[config.mk]
export PLATFORM = sky130hd
export DESIGN_NAME = nfca_desc_mem
export DESIGN_NICKNAME = d
export VERILOG_FILES = /design/src/rtl/nfca_pkg.sv /design/src/rtl/nfca_desc_mem.sv
export SDC_FILE = /design/constraint.sdc
export NUM_CORES = 2
export LEC_CHECK = 0
export BUFFER_PORTS_ARGS = -buffer_cell sky130_fd_sc_hd__buf_2
export CAP_MARGIN = 10
export CORE_UTILIZATION = 41
export DETAILED_ROUTE_END_ITERATION = 6
export SLEW_MARGIN = 10
export SYNTH_ARGS = -nofsm -noshare
export SYNTH_HDL_FRONTEND = slang
export SYNTH_MEMORY_MAX_BITS = 65536
export SYNTH_SLANG_ARGS = --single-unit
[constraint.sdc]
create_clock -name clk -period 4.55 [get_ports clk]
set_input_delay 0.455 -clock clk [delete_from_list [all_inputs] [get_ports clk]]
set_output_delay 0.455 -clock clk [all_outputs]
set_load 0.01 [all_outputs]
[src/rtl/nfca_pkg.sv]
`timescale 1ns / 1ps

package nfca_pkg;

	// Descriptor table geometry
	localparam int NUM_DESC   = 64;
	localparam int ADDR_W     = $clog2(NUM_DESC);
	localparam int IDX_W      = $clog2(NUM_DESC + 2);
	localparam int WALK_LIMIT = 2 * NUM_DESC + 4;
	localparam int CNT_W      = $clog2(WALK_LIMIT + 1);

	typedef logic [IDX_W-1:0] idx_t;
	typedef logic [CNT_W-1:0] cnt_t;

	// Null link and the free-list head pseudo index
	localparam idx_t NIL   = IDX_W'(NUM_DESC);
	localparam idx_t HEADP = IDX_W'(NUM_DESC + 1);
	localparam cnt_t LIMIT = CNT_W'(WALK_LIMIT);

	localparam logic [31:0] ALL_ONES = 32'hFFFF_FFFF;

	// Request codes
	localparam logic [1:0] ACT_INIT   = 2'd0;
	localparam logic [1:0] ACT_ALLOC  = 2'd1;
	localparam logic [1:0] ACT_FREE   = 2'd2;
	localparam logic [1:0] ACT_SHRINK = 2'd3;

	// Result status codes
	localparam logic [1:0] STS_OK    = 2'd0;
	localparam logic [1:0] STS_NOBLK = 2'd1;
	localparam logic [1:0] STS_GROW  = 2'd2;
	localparam logic [1:0] STS_NOFIT = 2'd3;

	// Register indexes
	localparam logic REG_POOL_START  = 1'b0;
	localparam logic REG_POOL_LENGTH = 1'b1;

	// Write controls for the descriptor table, one port per field array
	typedef struct packed {
		logic              start_we;
		logic              len_we;
		logic              next_we;
		logic [ADDR_W-1:0] start_addr;
		logic [ADDR_W-1:0] len_addr;
		logic [ADDR_W-1:0] next_addr;
		logic [31:0]       start_data;
		logic [31:0]       len_data;
		idx_t              next_data;
	} desc_wr_t;

	typedef enum logic {
		ALU_ADD,
		ALU_SUB
	} alu_op_t;

	typedef enum logic [4:0] {
		ST_IDLE,
		ST_INIT,
		ST_A_PREP,
		ST_A_ROV,
		ST_A_HEAD,
		ST_A_EVAL,
		ST_A_SPLIT,
		ST_A_LINK,
		ST_A_USE,
		ST_A_END,
		ST_T_REQ,
		ST_T_WAIT,
		ST_F_START,
		ST_F_HEAD,
		ST_F_EVAL,
		ST_F_UNLINK,
		ST_S_CHECK,
		ST_S_REM,
		ST_S_SPLIT,
		ST_S_LEN,
		ST_I_START,
		ST_I_HEAD,
		ST_I_EVAL,
		ST_I_LINK,
		ST_I_LINK2,
		ST_I_M1,
		ST_I_M1R,
		ST_I_M2,
		ST_I_M2E,
		ST_I_M2A,
		ST_I_M2R
	} state_t;

	function automatic logic is_desc(idx_t d);
		return d < IDX_W'(NUM_DESC);
	endfunction

endpackage

[src/rtl/nfca_desc_mem.sv]
`timescale 1ns / 1ps

// Descriptor table: start, length and link arrays, one write port each,
// one shared registered read port.
module nfca_desc_mem (
	input  logic                          clk,
	input  nfca_pkg::desc_wr_t            wr,
	input  logic                          rd_en,
	input  logic [nfca_pkg::ADDR_W-1:0]   rd_addr,
	output logic [31:0]                   rd_start,
	output logic [31:0]                   rd_len,
	output nfca_pkg::idx_t                rd_next
);

	logic [31:0]    start_mem [nfca_pkg::NUM_DESC];
	logic [31:0]    len_mem   [nfca_pkg::NUM_DESC];
	nfca_pkg::idx_t next_mem  [nfca_pkg::NUM_DESC];

	// Writes
	always_ff @(posedge clk) begin
		if (wr.start_we) begin
			start_mem[wr.start_addr] <= wr.start_data;
		end
		if (wr.len_we) begin
			len_mem[wr.len_addr] <= wr.len_data;
		end
		if (wr.next_we) begin
			next_mem[wr.next_addr] <= wr.next_data;
		end
	end

	// Registered read
	always_ff @(posedge clk) begin
		if (rd_en) begin
			rd_start <= start_mem[rd_addr];
			rd_len   <= len_mem[rd_addr];
			rd_next  <= next_mem[rd_addr];
		end
	end

endmodule

Yosys cells after proc, flatten, opt, wreduce, memory -nomap -nowiden. Memories as Yosys holds them, arrays and structs flattened. A register that Yosys moved wholly into a read port is not among the register bits. Cells that the tools add are included.

Muxes and demuxes: 6.

Operators by type and width (number): two-way mux 1 bit (6).

Bits in writable memories: 4544. Output and inout bits: 71. Word-level logic and storage cells: 9. Flip-flop bits (word level): 0. Memories: 3.

Memories: len_mem (depth 64, bits a word 32, read ports 1, clocked after Yosys merged registers in 1, write ports 1, line nfca_desc_mem.sv:16) `logic [31:0] len_mem [nfca_pkg::NUM_DESC];`; start_mem (depth 64, bits a word 32, read ports 1, clocked after Yosys merged registers in 1, write ports 1, line nfca_desc_mem.sv:15) `logic [31:0] start_mem [nfca_pkg::NUM_DESC];`; next_mem (depth 64, bits a word 7, read ports 1, clocked after Yosys merged registers in 1, write ports 1, line nfca_desc_mem.sv:17) `nfca_pkg::idx_t next_mem [nfca_pkg::NUM_DESC];`.

Longest topological paths before layout.
Word-level depth: 2. Mapped depth: 9.

Worst setup path after synthesis. OpenSTA, ideal clock, no wires.

Path type: input -> register. Start point: in wr[88] (netlist bit). End point: mem start_mem[0][0] (enable). Stages: 4. Setup slack: 415 ps. Data arrival time: 3674 ps. Data required time: 4089 ps. Library setup time: 461 ps. Cells stage by stage: clkbuf_1 -> or3b_2 -> or3_1 -> nor3_1.

RTL lines: start, declared (line nfca_desc_mem.sv:7) `input nfca_pkg::desc_wr_t wr,`; end, declared (line nfca_desc_mem.sv:15).

Straight into the memory's write port.

Final worst setup path.
Start point: reg rd_next[6], read port of next_mem. End point: out rd_next[6].

RTL lines: start, declared (line nfca_desc_mem.sv:12) `output nfca_pkg::idx_t rd_next`.

No word-level cell between the ends.

==> flow_summary.toml <==
[global_routing]
overflow = 0
grt_start_max_net_pins = 84
grt_pass1_vias = 85100
gr-usage-all-layers_pct = 21.7
grt_pass1_wl_um = 659000
antenna_found_initial = 46

[outcome]
violations = "DRC"
status = "finished with violations"

[timing]
tns_ps = 0
drv_slew = 0
slew_headroom_pct = 13.7
setup_viol = 0
worst_slack_ps = 2000
clock.fmax_mhz = 393
post-route-period-util_pct = 55.9
finalHoldViolations = 0
skew_ps = 87.9
tightest_slew_ps = 1290
final.min_clock_period_ps = 2550
rsz0062_at_grt = "false"

[flow_run]
cap_violations = 0

[route]
via_per_inst = 5.95
drc_errors = 48
wl_um = 470000
drt_iter0_drc = 9888
route.vias.total = 83577
ant_nets = 0
drt_pre_antenna_iters = 7
wl_per_cell_um = 33.5

[logic_synthesis]
synthArstFlopShare_pct = 0
yosysWarnings = 0
synth_ff_type = "edfxtp_1"
synthCells = 7393
synth_edf_count = 4615
synth_cell_types = 26
synth_nets = 7493
ys_ff_latch = 4615
syn_avg_cell_area_um2 = 23.6
yosysSeqAreaShare_pct = 79.5
syn_area_mm2 = 0.174

[die]
die_area_mm2 = 0.428
io-pin-count = 171
fp.dieH_um = 654
die_w_um = 654
start_util_pct = 41.2
coreArea_mm2 = 0.423
rows = 239

[clocking]
numCtsBuffers = 452
cts_tree = "built"
cts_max_path_buffers = 4
clk_pin_slew_ps = 60
cts.htree.levels = 5
clkLatencyLatePin_ps = 1050
cts.sinks = 4615
cts-root-buf = "clkbuf_16"
cts_resized = 0

[worst_setup_path]
reg2regPathDepth = 4
r2r-end = "rd_start[30]"
cp_top_family = "flip-flops"
path_class = "reg2out"
r2r_slack_ps = 2390
arrival_ps = 2090
worstPathRequired_ps = 4090
rr_startpoint = "start_mem[51][30]"
crit_path_end_kind = "output pin"
crit_slowest_cell = "edfxtp_1"
crit_path_max_fanout = 12
crit_path_start = "rd_next[6]"
worstPathCellList = "buf_2"
path_buf_inv = 1
critPathLaunchType = "register"
cp.depth = 1
critPathMaxStageDelay_ps = 860
endpoint = "rd_next[6]"

[place]
gp_congestion = 0.800
pre_cts_slack_ps = 1050
portBuffers = 170
post-dp-hpwl_um = 277000
dp_cells = 13166

[pwr]
peakVddDrop_v = 0.000339
power.density_mw_per_mm2 = 445
p_leak_uw = 0.0616

[finish]
layout-drive-gt1-share_pct = 29.8
stdcell_count = 14046
fin_nets = 8063
area.growth.synth_to_final_pct = 14.7
nFillCells = 34312

[hold_path]
hold_path_class = "in2reg"
-- cell type report --
cell class                      count  area (um2)  share of cell area [%]
Tap cell                         5663        7090                    3.54
Sequential cell                  4615      139000                    69.3
Clock buffer                      528       11700                    5.83
Antenna cell                       35        87.6                  0.0438
Timing Repair Buffer              540        4720                    2.36
Multi-Input combinational cell   2354       34700                    17.4
Clock inverter                    311        3050                    1.53
-- synthesized netlist by cell type, types with 3 or more instances --
cell type / n / area [um2]
nand4_1: 4 / 25.0
buf_2: 178 / 891
nand2_1: 20 / 75.1
edfxtp_1: 4615 / 139000
a22oi_1: 284 / 2130
o211a_1: 71 / 711
and2_1: 3 / 18.8
buf_4: 50 / 375
or3b_2: 7 / 61.3
or3_1: 5 / 31.3
nor3_1: 4 / 20.0
buf_6: 4 / 45.0
a211oi_1: 70 / 526
buf_1: 41 / 154
nand3_1: 136 / 681
o22ai_1: 141 / 882
o221ai_1: 52 / 455
clkbuf_1: 151 / 567
nand2b_1: 8 / 50.1
mux4_2: 1136 / 25600
nand3b_1: 33 / 248
nor2_1: 253 / 950
nor2b_1: 14 / 87.6
mux2i_1: 110 / 1100
-- sequential cells by signal, summed over array words and instances (netlist names) --
name	cells
len_mem	2048
start_mem	2048
rd_start	32
rd_next	7
next_mem	448
rd_len	32
-- stage by stage --
| step | total power, uW | util (%) | area (um2) | hold slack, ps |
|---|---|---|---|---|
| CTS | 89400 | 47.2 | 200000 | 34.8 |
| finish | 88900 | 47.2 | 200000 | 12.2 |
| floorplan | 50400 | - | 174000 | 554 |
| global route | 91100 | 47.2 | 200000 | 14.8 |
| detailed placement | 52600 | 43.7 | 185000 | 915 |
| global placement | 52500 | 43.7 | 185000 | 898 |
-- timing repair --
| action | 4_1_cts | 5_1_grt |
|---|---|---|
| endpoints found under the hold margin | 90 | 16 |
| buffers inserted | 0 | 0 |
| hold buffers | 4 | 1 |
-- routing by layer --
layer	up-vias	share of wire, %	routed length (um)	GRT usage, %
met1	45766	40	187000	29.7
met3	698	7.9	36900	3.65
li1	33243	-	-	-
met5	-	0.022	103	0
met2	3860	50	234000	36.1
met4	10	2.7	12700	6.06
-- report_power, final --
group          total (uW)  switching [uW]  internal (uW)  leakage [uW]
sequential          47400             178          47200        0.0416
clock               37200           16000          21200       0.00718
combinational        4330            2800           1530        0.0128
-- layout by cell type (no fill, tap or decap), types with 35 or more instances in the layout --
cell	instances
a211oi_1	68
a22oi_1	284
buf_12	82
buf_2	158
buf_4	292
bufinv_16	50
clkbuf_1	73
clkbuf_16	455
clkinv_1	108
clkinv_2	98
diode_2	35
edfxtp_1	4615
mux2i_1	110
mux4_2	1136
nand3_1	135
nor2_1	127
nor2_4	126
o211a_1	71
o221ai_1	52
o22ai_1	141
-- how the worst min path moves through the flow --
stage	from	to	slack [ps]	cells after the start
floorplan	wr[7]	len_mem[0][0]	550	0
global placement	len_mem[30][16]	rd_len[16]	900	4
detailed placement	start_mem[30][29]	rd_start[29]	920	4
CTS	wr[19]	len_mem[2][12]	30	2
global route	wr[28]	len_mem[1][21]	10	1
finish	wr[31]	len_mem[52][24]	10	1
-- kinds of logic after synthesis --
| family | after synthesis | share of synthesized area, % |
|---|---|---|
| AO/OA/AOI/OAI | 619 | 2.71 |
| multiplexers | 1246 | 15.3 |
| buffers and inverters | 424 | 1.17 |
| flip-flops | 4615 | 79.5 |
| AND/OR/NAND/NOR | 489 | 1.30 |
No activity file was read; power rests on OpenSTA's default activity.
